===== src/design/ece_pkg.sv =====
// Shared types, fixed-point constants and the truncating multiply for the easing curve evaluator.
`default_nettype none
package ece_pkg;

	localparam int FRAC_BITS = 16;
	localparam int PROG_W    = 17;
	localparam int CURVE_W   = 4;
	localparam int OUT_W     = 18;
	localparam int FX_W      = FRAC_BITS + 6;
	localparam int SUM_W     = FX_W + 2;

	typedef logic signed [FX_W-1:0]  fx_t;
	typedef logic signed [SUM_W-1:0] sum_t;
	typedef logic [PROG_W-1:0]       prog_t;
	typedef logic [CURVE_W-1:0]      curve_t;
	typedef logic signed [OUT_W-1:0] eased_t;

	// curve codes
	localparam curve_t CRV_LINEAR     = 4'd0;
	localparam curve_t CRV_QUAD_IN    = 4'd1;
	localparam curve_t CRV_QUAD_OUT   = 4'd2;
	localparam curve_t CRV_QUAD_INOUT = 4'd3;
	localparam curve_t CRV_CUBE_IN    = 4'd4;
	localparam curve_t CRV_CUBE_OUT   = 4'd5;
	localparam curve_t CRV_CUBE_INOUT = 4'd6;
	localparam curve_t CRV_BACK_IN    = 4'd7;
	localparam curve_t CRV_BACK_OUT   = 4'd8;
	localparam curve_t CRV_BACK_INOUT = 4'd9;
	localparam curve_t CRV_BOUNCE_OUT = 4'd10;

	// final combine selection
	typedef enum logic [3:0] {
		MODE_T,
		MODE_P1,
		MODE_P1X2,
		MODE_P2,
		MODE_P2X4,
		MODE_P2H,
		MODE_P3MQ,
		MODE_P3PQ,
		MODE_BKLO,
		MODE_BKHI
	} mode_t;

	localparam longint ONE_L  = longint'(1) << FRAC_BITS;
	localparam longint C1_L   = ((longint'(170158) << FRAC_BITS) + 50000) / 100000;
	localparam longint C2_L   = ((longint'(25949095) << FRAC_BITS) + 5000000) / 10000000;
	localparam longint K_L    = ((longint'(121) << FRAC_BITS) + 8) / 16;
	localparam longint B4_L   = ((longint'(4) << FRAC_BITS) + 5) / 11;
	localparam longint B8_L   = ((longint'(8) << FRAC_BITS) + 5) / 11;
	localparam longint B10_L  = ((longint'(10) << FRAC_BITS) + 5) / 11;
	localparam longint M6_L   = ((longint'(6) << FRAC_BITS) + 5) / 11;
	localparam longint M9_L   = ((longint'(9) << FRAC_BITS) + 5) / 11;
	localparam longint M21_L  = ((longint'(21) << FRAC_BITS) + 11) / 22;
	localparam longint O34_L  = ((longint'(3) << FRAC_BITS) + 2) / 4;
	localparam longint O1516_L = ((longint'(15) << FRAC_BITS) + 8) / 16;
	localparam longint O6364_L = ((longint'(63) << FRAC_BITS) + 32) / 64;

	localparam fx_t FX_ZERO  = FX_W'(0);
	localparam fx_t FX_ONE   = FX_W'(ONE_L);
	localparam fx_t FX_HALF  = FX_W'(ONE_L / 2);
	localparam fx_t FX_TWO   = FX_W'(2 * ONE_L);
	localparam fx_t FX_FOUR  = FX_W'(4 * ONE_L);
	localparam fx_t FX_MONE  = FX_W'(-ONE_L);
	localparam fx_t FX_C1    = FX_W'(C1_L);
	localparam fx_t FX_C3    = FX_W'(C1_L + ONE_L);
	localparam fx_t FX_C2    = FX_W'(C2_L);
	localparam fx_t FX_C2P1  = FX_W'(C2_L + ONE_L);
	localparam fx_t FX_K     = FX_W'(K_L);
	localparam fx_t FX_B4    = FX_W'(B4_L);
	localparam fx_t FX_B8    = FX_W'(B8_L);
	localparam fx_t FX_B10   = FX_W'(B10_L);
	localparam fx_t FX_M6    = FX_W'(M6_L);
	localparam fx_t FX_M9    = FX_W'(M9_L);
	localparam fx_t FX_M21   = FX_W'(M21_L);
	localparam fx_t FX_O34   = FX_W'(O34_L);
	localparam fx_t FX_O1516 = FX_W'(O1516_L);
	localparam fx_t FX_O6364 = FX_W'(O6364_L);

	localparam prog_t PROG_ONE = PROG_W'(ONE_L);
	localparam sum_t  SUM_MAX  = SUM_W'((longint'(1) << (OUT_W - 1)) - 1);
	localparam sum_t  SUM_MIN  = SUM_W'(-(longint'(1) << (OUT_W - 1)));

	// product truncated toward minus infinity
	function automatic fx_t fmul(input fx_t a, input fx_t b);
		logic signed [2*FX_W-1:0] prod;
		logic signed [2*FX_W-1:0] shr;
		prod = a * b;
		shr  = prod >>> FRAC_BITS;
		return shr[FX_W-1:0];
	endfunction

	function automatic sum_t sx(input fx_t a);
		return {{(SUM_W-FX_W){a[FX_W-1]}}, a};
	endfunction

endpackage
`default_nettype wire


===== src/design/easing_curve_evaluator_core.sv =====
// Pipelined fixed-point easing curve evaluator: operand setup, three multiply stages, combine.
//
//  channel | signals                          | beat
//  --------+----------------------------------+---------------------------
//  in      | in_valid in_ready progress curve | one progress value + code
//  out     | out_valid out_ready eased        | one eased value
//
// Five register stages (setup, three multiply stages, combine/saturate).
// One beat in and one beat out per cycle when out_ready stays high.
// Each stage holds while its successor is full and stalled; ready ripples back
// combinationally so a stall neither drops nor repeats a beat.
// arst_n clears the stage valid bits only.
`default_nettype none
module easing_curve_evaluator_core (
	input  wire                              clk,
	input  wire                              arst_n,
	input  wire                              in_valid,
	output logic                             in_ready,
	input  wire  [ece_pkg::PROG_W-1:0]       progress,
	input  wire  [ece_pkg::CURVE_W-1:0]      curve,
	output logic                             out_valid,
	input  wire                              out_ready,
	output logic signed [ece_pkg::OUT_W-1:0] eased
);
	import ece_pkg::*;

	logic en1, en2, en3, en4, en5;
	logic v_s1, v_s2, v_s3, v_s4, v_s5;

	prog_t t_clamp;
	fx_t   t_fx, a_d, b_d, b2_d, b3_d, cs_d, off_d, u_d;
	mode_t mode_d;
	logic  lower;

	fx_t   t_s1, a_s1, b_s1, b2_s1, b3_s1, cs_s1, off_s1;
	mode_t mode_s1;
	fx_t   t_s2, p1_s2, b2_s2, b3_s2, cs_s2, off_s2;
	mode_t mode_s2;
	fx_t   t_s3, p1_s3, p2_s3, q_s3, b3_s3, off_s3;
	mode_t mode_s3;
	fx_t   t_s4, p1_s4, p2_s4, p3_s4, q_s4, off_s4;
	mode_t mode_s4;
	sum_t  sum_d;
	eased_t eased_d, eased_s5;

	assign en5      = !v_s5 || out_ready;
	assign en4      = !v_s4 || en5;
	assign en3      = !v_s3 || en4;
	assign en2      = !v_s2 || en3;
	assign en1      = !v_s1 || en2;
	assign in_ready = en1;
	assign out_valid = v_s5;
	assign eased    = eased_s5;

	// operand setup
	always_comb begin
		t_clamp = (progress > PROG_ONE) ? PROG_ONE : progress;
		t_fx    = {{(FX_W-PROG_W){1'b0}}, t_clamp};
		lower   = t_fx < FX_HALF;
		u_d     = FX_ZERO;
		a_d     = t_fx;
		b_d     = t_fx;
		b2_d    = t_fx;
		b3_d    = t_fx;
		cs_d    = FX_C1;
		off_d   = FX_ZERO;
		mode_d  = MODE_T;
		unique case (curve)
			CRV_QUAD_IN: begin
				mode_d = MODE_P1;
			end
			CRV_QUAD_OUT: begin
				b_d    = FX_TWO - t_fx;
				mode_d = MODE_P1;
			end
			CRV_QUAD_INOUT: begin
				if (lower) begin
					mode_d = MODE_P1X2;
				end else begin
					a_d    = FX_FOUR - (t_fx <<< 1);
					off_d  = FX_MONE;
					mode_d = MODE_P1;
				end
			end
			CRV_CUBE_IN: begin
				mode_d = MODE_P2;
			end
			CRV_CUBE_OUT: begin
				u_d    = t_fx - FX_ONE;
				a_d    = u_d;
				b_d    = u_d;
				b2_d   = u_d;
				off_d  = FX_ONE;
				mode_d = MODE_P2;
			end
			CRV_CUBE_INOUT: begin
				if (lower) begin
					mode_d = MODE_P2X4;
				end else begin
					u_d    = (t_fx <<< 1) - FX_TWO;
					a_d    = u_d;
					b_d    = u_d;
					b2_d   = u_d;
					off_d  = FX_ONE;
					mode_d = MODE_P2H;
				end
			end
			CRV_BACK_IN: begin
				b3_d   = FX_C3;
				mode_d = MODE_P3MQ;
			end
			CRV_BACK_OUT: begin
				u_d    = t_fx - FX_ONE;
				a_d    = u_d;
				b_d    = u_d;
				b2_d   = u_d;
				b3_d   = FX_C3;
				off_d  = FX_ONE;
				mode_d = MODE_P3PQ;
			end
			CRV_BACK_INOUT: begin
				u_d    = lower ? (t_fx <<< 1) : ((t_fx <<< 1) - FX_TWO);
				a_d    = u_d;
				b_d    = u_d;
				b2_d   = FX_C2P1;
				b3_d   = u_d;
				cs_d   = FX_C2;
				off_d  = FX_TWO;
				mode_d = lower ? MODE_BKLO : MODE_BKHI;
			end
			CRV_BOUNCE_OUT: begin
				if (t_fx < FX_B4) begin
					u_d   = t_fx;
					off_d = FX_ZERO;
				end else if (t_fx < FX_B8) begin
					u_d   = t_fx - FX_M6;
					off_d = FX_O34;
				end else if (t_fx < FX_B10) begin
					u_d   = t_fx - FX_M9;
					off_d = FX_O1516;
				end else begin
					u_d   = t_fx - FX_M21;
					off_d = FX_O6364;
				end
				a_d    = FX_K;
				b_d    = u_d;
				b2_d   = u_d;
				mode_d = MODE_P2;
			end
			default: begin
				mode_d = MODE_T;
			end
		endcase
	end

	// combine and saturate
	always_comb begin
		case (mode_s4)
			MODE_P1:   sum_d = sx(p1_s4) + sx(off_s4);
			MODE_P1X2: sum_d = sx(p1_s4) <<< 1;
			MODE_P2:   sum_d = sx(p2_s4) + sx(off_s4);
			MODE_P2X4: sum_d = sx(p2_s4) <<< 2;
			MODE_P2H:  sum_d = (sx(p2_s4) >>> 1) + sx(off_s4);
			MODE_P3MQ: sum_d = sx(p3_s4) - sx(q_s4);
			MODE_P3PQ: sum_d = sx(p3_s4) + sx(q_s4) + sx(off_s4);
			MODE_BKLO: sum_d = (sx(p3_s4) - sx(q_s4)) >>> 1;
			MODE_BKHI: sum_d = (sx(p3_s4) + sx(q_s4) + sx(off_s4)) >>> 1;
			default:   sum_d = sx(t_s4);
		endcase
		if (sum_d > SUM_MAX) begin
			eased_d = SUM_MAX[OUT_W-1:0];
		end else if (sum_d < SUM_MIN) begin
			eased_d = SUM_MIN[OUT_W-1:0];
		end else begin
			eased_d = sum_d[OUT_W-1:0];
		end
	end

	always_ff @(posedge clk or negedge arst_n) begin
		if (!arst_n) begin
			v_s1 <= 1'b0;
			v_s2 <= 1'b0;
			v_s3 <= 1'b0;
			v_s4 <= 1'b0;
			v_s5 <= 1'b0;
		end else begin
			if (en1) v_s1 <= in_valid;
			if (en2) v_s2 <= v_s1;
			if (en3) v_s3 <= v_s2;
			if (en4) v_s4 <= v_s3;
			if (en5) v_s5 <= v_s4;
		end
	end

	always_ff @(posedge clk) begin
		if (en1) begin
			t_s1    <= t_fx;
			a_s1    <= a_d;
			b_s1    <= b_d;
			b2_s1   <= b2_d;
			b3_s1   <= b3_d;
			cs_s1   <= cs_d;
			off_s1  <= off_d;
			mode_s1 <= mode_d;
		end
		if (en2) begin
			t_s2    <= t_s1;
			p1_s2   <= fmul(a_s1, b_s1);
			b2_s2   <= b2_s1;
			b3_s2   <= b3_s1;
			cs_s2   <= cs_s1;
			off_s2  <= off_s1;
			mode_s2 <= mode_s1;
		end
		if (en3) begin
			t_s3    <= t_s2;
			p1_s3   <= p1_s2;
			p2_s3   <= fmul(p1_s2, b2_s2);
			q_s3    <= fmul(cs_s2, p1_s2);
			b3_s3   <= b3_s2;
			off_s3  <= off_s2;
			mode_s3 <= mode_s2;
		end
		if (en4) begin
			t_s4    <= t_s3;
			p1_s4   <= p1_s3;
			p2_s4   <= p2_s3;
			p3_s4   <= fmul(p2_s3, b3_s3);
			q_s4    <= q_s3;
			off_s4  <= off_s3;
			mode_s4 <= mode_s3;
		end
		if (en5) begin
			eased_s5 <= eased_d;
		end
	end

endmodule
`default_nettype wire

===== config.mk =====
export PLATFORM = sky130hd
export DESIGN_NAME = easing_curve_evaluator_core
export DESIGN_NICKNAME = d
export VERILOG_FILES = /design/src/design/ece_pkg.sv /design/src/design/easing_curve_evaluator_core.sv
export SDC_FILE = /design/constraint.sdc
export NUM_CORES = 2
export LEC_CHECK = 0
export BUFFER_PORTS_ARGS = -buffer_cell sky130_fd_sc_hd__buf_2
export CAP_MARGIN = 30
export CORE_ASPECT_RATIO = 1.5
export CORE_MARGIN = 2
export CORE_UTILIZATION = 60
export DETAILED_ROUTE_END_ITERATION = 10
export GPL_TIMING_DRIVEN = 0
export PLACE_DENSITY = 0.79
export SLEW_MARGIN = 20
export SYNTH_ARGS = -nofsm -noshare
export SYNTH_HDL_FRONTEND = slang
export SYNTH_SLANG_ARGS = --single-unit

===== constraint.sdc =====
create_clock -name clk -period 6.85 [get_ports clk]
set_clock_uncertainty 0.15 [all_clocks]
set_input_delay 0.685 -clock clk [delete_from_list [all_inputs] [get_ports clk]]
set_output_delay 0.685 -clock clk [all_outputs]
set_load 0.02 [all_outputs]

==> impl_metrics.py <==
metrics = {
    "sta": {
        "max_slew.worst_pin.slew_ps": 1040,
        "timing.final.setup_violations": 51,
        "grt_setup_unrepaired": "true",
        "timing.final.crit_share": 1.14,
        "f_max_mhz": 128,
        "finalWorstSetupSlack_ps": -987,
        "timing.hold.ws_ps": 169,
        "maxSlewHeadroom": 0.302,
        "slew_violations": 0,
        "post-route-min-period_ps": 7840,
        "sum_neg_setup_slack_ps": -24030,
        "finalHoldViolCount": 0,
    },
    "finish": {
        "syn2layout_area_growth_pct": 12.2,
        "fin_nets": 10400,
        "most_used_cells_in_the_layout_excluding_fill_and_tap_cells": "1,824 x sky130_fd_sc_hd__inv_1, 1,519 x sky130_fd_sc_hd__fa_1, 864 x sky130_fd_sc_hd__nand2_1, 626 x sky130_fd_sc_hd__ha_1, 509 x sky130_fd_sc_hd__and2_1",
        "drive_gt1_frac": 0.113,
        "leading_cell_type_in_the_layout_fill_and_taps_excluded": "sky130_fd_sc_hd__inv_1",
    },
    "floorplan": {
        "dieArea_um2": 132000,
        "io_pins": 45,
        "fp.coreArea_um2": 128000,
        "placementRows": 161,
        "die_height_um": 444,
        "floorplan.die.width_um": 298,
        "initial_core_util": 0.605,
    },
    "clocking": {
        "cts_tree": "yes",
        "tritoncts.num_buffers": 46,
        "worst_skew_pair_latency_ps": 610,
        "clk_pin_slew_ps": 60,
        "cts.path.max_buffers": 3,
        "cts.sinks": 445,
        "cts-htree-levels": 2,
        "clockRootBuffer": "sky130_fd_sc_hd__clkbuf_16",
    },
    "flow_run": {
        "drv_cap": 0,
    },
    "worst_setup_path": {
        "worst_r2r_endpoint": "p2_s3[20]$_DFFE_PP_",
        "cp.arrival_ps": 8100,
        "cp_cell_sequence": "clkbuf_8, and2_1, fa_1, fa_1, inv_1, fa_1, fa_1, inv_1, fa_2, fa_1, inv_1, fa_1, inv_1, ha_1, nor2_1, a211oi_4, o211ai_1, a41oi_2, o21ai_1, nand2b_1, a221oi_2, o21bai_1, xor2_2",
        "timing.critical_path.to_type": "register",
        "max_stage_delay_on_crit_path_ps": 570,
        "worst_path_most_repeated_cell": "sky130_fd_sc_hd__fa_1",
        "critical-path-slowest-cell": "sky130_fd_sc_hd__edfxtp_1",
        "crit_path_max_fanout": 5,
        "ff2ff_setup_slack_ps": -990,
        "critical_path.startpoint_type": "register",
        "r2r_cells": 23,
        "critPathRequiredTime_ps": 7110,
        "criticalPathCategory": "register to register",
        "setup.worst_path.end": "p2_s3[20]$_DFFE_PP_",
        "crit_start": "b2_s2[4]$_DFFE_PP_",
        "reg_to_reg_start": "b2_s2[4]$_DFFE_PP_",
    },
    "detailed_routing": {
        "route.vias.total": 58400,
        "detail_route.wirelength.met1_um": 83000,
        "detail_route.wl_per_cell_um": 26.1,
        "drt-pass1-iter-count": 9,
        "route.met3.wl_um": 21400,
        "wl_met2_um": 126000,
        "drt_iter0_drc": 5529,
        "highest-signal-layer": "met5",
        "via_per_inst": 5.89,
        "finalWirelength_um": 259000,
        "antenna_violating_nets_post_route": 0,
        "drcViolationCount": 0,
    },
    "global_routing": {
        "grt_pass1_wl_um": 387000,
        "grt_max_degree": 58,
        "grt_pass1_vias": 64300,
        "grtUsageTotal": 0.400,
        "grt_overflow_total": 0,
        "grt_antenna_before_repair": 21,
    },
    "logic_synthesis": {
        "sequential_share_of_the_synthesized_area": 0.172,
        "synth-seq-cells": 445,
        "yosysWarnings": 0,
        "synth_nets": 10000,
        "synth_edf_count": 440,
        "synthesis.area_um2": 77600,
        "synth_ff_type": "sky130_fd_sc_hd__edfxtp_1",
        "netlist_instances": 7788,
        "syn_avg_cell_area_um2": 9.96,
        "asyncSetResetFlopFracSynth": 0.0112,
        "post_synth_num_cell_types": 91,
    },
    "worst_hold_path": {
        "timing.hold.worst.start": "in_valid",
        "worst_hold_path_type": "input port to register",
    },
    "run_status": {
        "run_status": "finished with violations",
        "failed_checks": "negative setup slack",
    },
    "place": {
        "final_gp_congestion": 1.02,
        "portBuffers": 35,
        "place_hpwl_um": 205000,
    },
}
## Yosys cell counts (all sizes together), types with 21 or more instances
master	number	share of area
xnor2	175	0.020
nor3	67	0.0043
o21ai	160	0.011
edfxtp	440	0.17
a221oi	26	0.0030
nor2b	61	0.0049
and2	543	0.044
xor2	50	0.0056
a22oi	37	0.0036
o21a	38	0.0037
a21o	67	0.0065
nand2b	52	0.0042
o22ai	21	0.0017
nand2	885	0.043
o211ai	37	0.0036
nor2	187	0.0090
ha	651	0.10
clkbuf	325	0.016
nand3	64	0.0041
inv	1853	0.090
fa	1558	0.40
a211oi	36	0.0036
a21oi	153	0.010
## repair_timing
item	in CTS	in global routing
gates cloned	4	0
hold buffers	1	0
endpoints found under the hold margin	5	0
gates resized for setup	590	172
setup endpoints to repair	88	67
buffers inserted	211	54
pin swaps	112	99
## metrics by stage
step,area (um2),std cells,setup WS [ps],util
6_report,87000,9920,-987,0.678
5_1_grt,87000,9905,-1150,0.678
4_1_cts,86100,9856,-793,0.671
3_5_place_dp,80700,9558,-2470,0.629
3_3_place_gp,80300,9534,-2380,0.626
2_1_floorplan,78000,7788,-208,-
## critical path, delay by kind of cell, from the launching register on
family,cells,cell delay [ps]
compound gates,6,1510
flops,1,570
simple gates,3,860
xor+xnor,1,330
buf+inv,5,460
fa+ha+maj,8,3730
## sequential cells by signal, summed over array words and instances (netlist names), 17 cells and up
| signal | cells |
|---|---|
| b3_s2 | 19 |
| p1_s4 | 22 |
| p2_s4 | 22 |
| t_s1 | 17 |
| b2_s1 | 19 |
| b_s1 | 19 |
| p1_s3 | 22 |
| t_s4 | 17 |
| q_s4 | 22 |
| q_s3 | 22 |
| p1_s2 | 22 |
| t_s2 | 17 |
| b3_s3 | 19 |
| t_s3 | 17 |
| b3_s1 | 19 |
| b2_s2 | 19 |
| p3_s4 | 22 |
| a_s1 | 20 |
| p2_s3 | 22 |
| eased | 18 |
## kinds of logic (layout without fill, tap and decap cells)
group | Yosys count | count (layout) | synth area share
XOR/XNOR | 225 | 225 | 0.0254
buffers and inverters | 2200 | 2604 | 0.107
AO/OA/AOI/OAI | 750 | 750 | 0.0666
adder cells (fa/ha/maj) | 2211 | 2211 | 0.507
other | 1 | 18 | 0.0000483
multiplexers | 6 | 6 | 0.000823
flip-flops | 445 | 445 | 0.172
AND/OR/NAND/NOR | 1950 | 1950 | 0.121
## per-layer routing
layer / up-vias / track usage
met3: 1191 / 0.0791
met2: 3027 / 0.672
li1: 24700 / -
met5: - / 0
met1: 29500 / 0.431
met4: 12 / 0.351
## how the worst min path moves through the flow
stage,to,slack (ps),cells after the start
after detailed placement,b2_s2[1]$_DFFE_PP_,250,0
after floorplan,out_valid$_DFFE_PN0P_,240,0
after global routing,v_s1$_DFFE_PN0P_,180,2
after global placement,p1_s4[0]$_DFFE_PP_,250,0
after CTS,v_s1$_DFFE_PN0P_,160,2
final,v_s1$_DFFE_PN0P_,170,2
## layout make-up
type                            count  area, um2
Clock inverter                     35        320
Antenna cell                       17       42.5
Clock buffer                       49       1160
Fill cell                        9773      41300
Buffer                            334       2710
Sequential cell                   445      13300
Multi-Input combinational cell   5143      57400
Inverter                         1861       7000
Tap cell                         1711       2140
Timing Repair Buffer              325       2920
Power is not shown: default switching activity piles up to over one toggle a cycle in this logic, so the estimate is an artifact.
